--- src/sv/mrcs_pkg.sv ---
`default_nettype none

package mrcs_pkg;

   localparam int DEF_MAX_CHAINS = 4;
   localparam int DEF_CAPACITY   = 32;
   localparam int DEF_ELEM_WIDTH = 64;

   localparam int OPCODE_W      = 3;
   localparam int CHAIN_IDX_W   = 2;
   localparam int ELEM_IDX_W    = 5;
   localparam int DATA_W        = 64;
   localparam int STATUS_W      = 2;
   localparam int COUNT_W       = 6;
   localparam int CSR_IDX_W     = 1;
   localparam int CSR_DATA_W    = 6;
   localparam int CHAIN_COUNT_W = 3;
   localparam int CHAIN_SLOTS   = 1 << CHAIN_IDX_W;

   localparam int RST_CHAIN_LENGTH = 20;
   localparam int RST_CHAIN_COUNT  = 1;

   typedef logic [OPCODE_W-1:0]  opcode_type;
   typedef logic [STATUS_W-1:0]  status_type;
   typedef logic [CSR_IDX_W-1:0] csr_index_type;

   localparam opcode_type OP_PUSH        = 3'd0;
   localparam opcode_type OP_CLEAR_CHAIN = 3'd1;
   localparam opcode_type OP_CLEAR_ALL   = 3'd2;
   localparam opcode_type OP_WRITE       = 3'd3;
   localparam opcode_type OP_READ        = 3'd4;
   localparam opcode_type OP_COUNT       = 3'd5;

   localparam status_type STATUS_OK        = 2'd0;
   localparam status_type STATUS_BAD_CHAIN = 2'd1;
   localparam status_type STATUS_EMPTY     = 2'd2;

   localparam csr_index_type REG_CHAIN_LENGTH = 1'b0;
   localparam csr_index_type REG_CHAIN_COUNT  = 1'b1;

endpackage

`default_nettype wire

--- src/sv/mrcs_wrap.sv ---
`default_nettype none

module mrcs_wrap #(
   parameter int CAPACITY = 32
) (
   input  wire logic                                clock,
   input  wire logic                                reset,
   input  wire logic                                start,
   input  wire logic [mrcs_pkg::ELEM_IDX_W-1:0]     offset,
   input  wire logic [$clog2(CAPACITY)-1:0]         base,
   input  wire logic [$clog2(CAPACITY+1)-1:0]       length,
   output logic                                     done,
   output logic      [$clog2(CAPACITY)-1:0]         slot
);

   import mrcs_pkg::*;

   localparam int SLOT_W = $clog2(CAPACITY);
   localparam int LEN_W  = $clog2(CAPACITY + 1);
   localparam int STEP_W = $clog2(ELEM_IDX_W + 1);

   logic                  active_ff, active_in;
   logic                  finish_ff, finish_in;
   logic                  done_ff, done_in;
   logic [STEP_W-1:0]     step_ff, step_in;
   logic [ELEM_IDX_W-1:0] bits_ff, bits_in;
   logic [LEN_W-1:0]      rem_ff, rem_in;
   logic [SLOT_W-1:0]     slot_ff, slot_in;

   // One offset bit per cycle is shifted into the remainder; the last cycle adds the base.
   always_comb begin
      logic [LEN_W:0] trial;
      logic [LEN_W:0] sum;
      active_in = active_ff;
      finish_in = 1'b0;
      done_in   = 1'b0;
      step_in   = step_ff;
      bits_in   = bits_ff;
      rem_in    = rem_ff;
      slot_in   = slot_ff;
      trial     = {rem_ff, bits_ff[ELEM_IDX_W-1]};
      sum       = (LEN_W+1)'(base) + (LEN_W+1)'(rem_ff);
      if (start) begin
         active_in = 1'b1;
         step_in   = STEP_W'(ELEM_IDX_W);
         bits_in   = offset;
         rem_in    = '0;
      end else if (active_ff) begin
         if (trial >= {1'b0, length}) begin
            rem_in = LEN_W'(trial - {1'b0, length});
         end else begin
            rem_in = LEN_W'(trial);
         end
         bits_in = bits_ff << 1;
         step_in = step_ff - 1'b1;
         if (step_ff == STEP_W'(1)) begin
            active_in = 1'b0;
            finish_in = 1'b1;
         end
      end
      if (finish_ff) begin
         if (sum >= {1'b0, length}) begin
            slot_in = SLOT_W'(sum - {1'b0, length});
         end else begin
            slot_in = SLOT_W'(sum);
         end
         done_in = 1'b1;
      end
   end

   always_ff @(posedge clock) begin
      if (reset) begin
         active_ff <= 1'b0;
         finish_ff <= 1'b0;
         done_ff   <= 1'b0;
         step_ff   <= '0;
      end else begin
         active_ff <= active_in;
         finish_ff <= finish_in;
         done_ff   <= done_in;
         step_ff   <= step_in;
      end
      bits_ff <= bits_in;
      rem_ff  <= rem_in;
      slot_ff <= slot_in;
   end

   assign done = done_ff;
   assign slot = slot_ff;

endmodule

`default_nettype wire

--- config.mk ---
export PLATFORM = sky130hd
export DESIGN_NAME = mrcs_wrap
export DESIGN_NICKNAME = d
export VERILOG_FILES = /design/src/sv/mrcs_pkg.sv /design/src/sv/mrcs_wrap.sv
export SDC_FILE = /design/constraint.sdc
export NUM_CORES = 1
export LEC_CHECK = 0
export ABC_AREA = 1
export BUFFER_PORTS_ARGS = -buffer_cell sky130_fd_sc_hd__buf_2
export CAP_MARGIN = 5
export CORE_AREA = 2 2 59 61
export CTS_BUF_LIST = sky130_fd_sc_hd__clkbuf_8
export DETAILED_ROUTE_END_ITERATION = 16
export DIE_AREA = 0 0 61 63
export PLACE_DENSITY = 0.76
export SETUP_SLACK_MARGIN = 0.05
export SLEW_MARGIN = 20
export SYNTH_ARGS = -nofsm -noshare
export SYNTH_HDL_FRONTEND = slang
export SYNTH_SLANG_ARGS = --single-unit
--- constraint.sdc ---
create_clock -name clock -period 3.15 [get_ports clock]
set_input_delay 0.315 -clock clock [delete_from_list [all_inputs] [get_ports clock]]
set_output_delay 0.315 -clock clock [all_outputs]
set_load 0.02 [all_outputs]
==> metrics.md <==
| Metric | Value |
|---|---|
| Hold Path Origin | reset |
| Hold buffers post-CTS | 0 |
| Switching pwr | 0.000318 W |
| Seq pwr share | roughly 36% |
| Dominant cells by area after synthesis | edfxtp_1, dfxtp_1, nand2_1, ha_1, inv_1 |
| PwrDens | about 500 nW/um2 |
| Row cnt | 21 |
| Cells after synthesis | 228 |
| Overflow after GRT | 0 |
| RSZ-0062 raised after global routing | no |
| Max Slew Vio Count | 0 |
| Synth area leader | edfxtp_1 |
| Part of the power in the clock network | between 20% and 30% |
| Crit-path max FO | 6 |
| R2R Setup Slk | ~420 ps |
| Peak Freq | approximately 370 MHz |
| Sw Share | around a third |
| GP Congestion | a little under 0.9 |
| Via count | about 1500 |
| Fin util | 60.6% |
| Sequential area share after synthesis | a little under a third |
| Die Wd | ~60 um |
| Starting Density | 53.2% |
| PortBufs | 24 |
| Synthesized area per cell | approximately 7.5 um2 |
| N_diodes | 0 |
| Setup TNS | 0 ps |
| Core footprint | between 3000 and 4000 um2 |
| Via/cell ratio | between 4 and 5 |
| DRC viols | 0 |
| Least-Margin Pin Slew | around 450 ps |
| Share of layout cells above drive strength 1 | around 15% |
| FF+latch count, synth | 22 |
| DRT iter0 DRCs | 39 |
| Int Power | approximately 0.00064 W |
| Area Growth Syn to Fin | 14.1% |
| Leak | just over 1 nW |
| Synth Cell Area | ~1700 um2 |
| Worst r2r src | rem_ff[0] |
| Combinational power share | between 30 and 40% |
| CTS HTree Levels | 1 |
| CP endpoint kind | flip-flop |
| Worst Clk Skew | roughly 6.3 ps |
| Vias in the first global route | 1425 |
| Total Routed Length | 3420 um |
| CP required | approximately 3200 ps |
| Min cycle time layout | between 2000 and 3000 ps |
| Crit path kind | reg -> reg |
| Chip height | approximately 63 um |
| Number of max-cap violations | 0 |
| CTS sink count | 22 |
| Setup bufs post-CTS | 0 |
| CP startpoint | rem_ff[0] |
| Crit path DAT | 2760 ps |
| Worst-path clk slew | approximately 80 ps |
| Synth top area share | around 17% |
| Tightest Hold Check Type | in -> reg |
| Netlist cell types | 27 |
| First-pass DRT Iterations | 4 |
| Initial antenna violation count | 0 |
| CTS Buf Count | 3 |
| All-Layer GR Usage | roughly a fifth |
| Hold Path End | active_ff |
| Reg2Reg Depth | 14 |
| Clock root buffer | clkbuf_8 |
| Syn nets | roughly 270 |
| Dpl hpwl | 2860 um |
| CTS tree | done |
| Final Hold Vio Count | 0 |
| DR WL/cell | around 11 um |
| Maximum clock insertion buffer count | 2 |
| Reg-to-reg endpoint | slot[4] |
| Worst-skew pair later-pin latency | 260 ps |
| Relative slew slack | a little over two thirds |
| Final period util | 86.7% |
| Largest net degree at the start of global routing | 14 |
| Worst VDD drop | between 200 and 300 uV |
| Hold Crit Depth | 2 |
| Die ar. | slightly below 4000 um2 |
| Global-route wire length before repair | 6110 um |
| Final setup fails | 0 |
| Status | complete, no violations |
| Worst Setup Start Kind | flip-flop |
| CTS resizes | 0 |
| Yosys warning count | 0 |
| Final nets | between 200 and 300 |
| I/O pin total | 25 |
| Final antenna-violating net count | 0 |
==> layer usage <==
| metal | vias to the layer above | global-route usage [%] | wire length, um |
|---|---|---|---|
| li1 | 791 | - | - |
| met4 | 0 | 7.61 | 79 |
| met3 | 6 | 4.97 | 152 |
| met5 | - | 0 | 0 |
| met1 | 662 | 28.0 | 1620 |
| met2 | 32 | 32.3 | 1570 |
==> cell families after synthesis <==
group,count (synthesis),share of synthesized area [%]
buf+inv,44,9.83
xor+xnor,8,4.08
fa+ha+maj,22,17.3
simple gates,112,29.4
flops,22,31.5
compound gates,20,7.87
==> flip-flops by register name (all words and copies together), names as in the netlist <==
signal / flops
done: 1
step_ff: 3
active_ff: 1
slot: 5
rem_ff: 6
bits_ff: 5
finish_ff: 1
==> per-stage QoR <==
| step | power, W | cells | setup slack, ps | instance area (um2) | hold WS (ps) |
|---|---|---|---|---|---|
| 2_1_floorplan | 0.000624 | 228 | 721 | 1720 | 384 |
| 3_3_place_gp | 0.000693 | 297 | 457 | 1890 | 475 |
| 3_5_place_dp | 0.000699 | 297 | 422 | 1890 | 479 |
| 4_1_cts | 0.000961 | 301 | 413 | 1960 | 255 |
| 5_1_grt | 0.00103 | 301 | 169 | 1960 | 264 |
| 6_report | 0.000956 | 301 | 419 | 1960 | 255 |
==> cell usage after synthesis <==
| library cell | number |
|---|---|
| nand2_1 | 64 |
| inv_1 | 43 |
| a211oi_1 | 2 |
| o21ai_1 | 2 |
| edfxtp_1 | 10 |
| nand3_2 | 1 |
| nor2_2 | 1 |
| nand3_4 | 1 |
| a21oi_4 | 1 |
| xnor2_1 | 3 |
| nand2_2 | 1 |
| nor2_1 | 10 |
| a21oi_1 | 7 |
| xor2_1 | 5 |
| nor3_1 | 2 |
| a21boi_0 | 1 |
| buf_4 | 1 |
| or2_4 | 1 |
| ha_1 | 19 |
| nand3_1 | 21 |
| dfxtp_1 | 12 |
| o21bai_1 | 2 |
| fa_1 | 3 |
| nand4_1 | 9 |
| nand3b_1 | 1 |
| o21ai_0 | 2 |
| o21ai_2 | 3 |
==> area by class of cell <==
cell class                 instances  area, um2
tap                               46       57.6
clock buffer                       3       41.3
sequential                        22        541
timing repair buffer              24        120
inverter                          43        161
multi-input combinational        162       1010
clock inverter                     1       30.0
fill                             306       1270
==> worst max-delay path by stage <==
stage,to,slack [ps],depth (start not counted)
2_1_floorplan,slot[1],720,14
3_3_place_gp,slot[4],460,15
3_5_place_dp,slot[1],420,15
4_1_cts,slot[4],410,14
5_1_grt,slot[1],170,14
6_report,slot[4],420,14
==> power by group through the flow <==
stage | Combinational, W | Clock [W] | Sequential [W]
after floorplan | 0.000277 | 0 | 0.000347
after global placement | 0.000342 | 0 | 0.000351
after detailed placement | 0.000348 | 0 | 0.000351
after CTS | 0.000349 | 0.000267 | 0.000345
after global routing | 0.000405 | 0.000279 | 0.000347
final | 0.000349 | 0.000262 | 0.000345
==> cells in the final DEF, fill, tap and decap left out <==
cell type  synthesis  final
nor3_1             2      2
a21boi_0           1      1
fa_1               3      3
nand2_1           64     64
xor2_1             5      5
nand3b_1           1      1
clkbuf_8           0      3
o21ai_1            2      2
inv_1             43     43
dfxtp_1           12     12
o21bai_1           2      2
a21oi_1            7      7
nor2_2             1      1
or2_4              1      1
nand2_2            1      1
nor2_1            10     10
a21oi_4            1      1
xnor2_1            3      3
buf_2              0     24
a211oi_1           2      2
edfxtp_1          10     10
nand4_1            9      9
ha_1              19     19
bufinv_16          0      1
nand3_4            1      1
nand3_2            1      1
o21ai_2            3      3
nand3_1           21     21
o21ai_0            2      2
==> critical path: stages, from the launching register on <==
cell and delay (ps):
dfxtp_1 390, ha_1 220, inv_1 70, fa_1 400, inv_1 90, a21oi_1 80
xor2_1 130, inv_1 70, ha_1 330, a21oi_1 140, o21bai_1 80, nor2_2 230
o21ai_2 130, nand2_1 80, nand2_1 50
No activity file was read; power rests on OpenSTA's default activity.
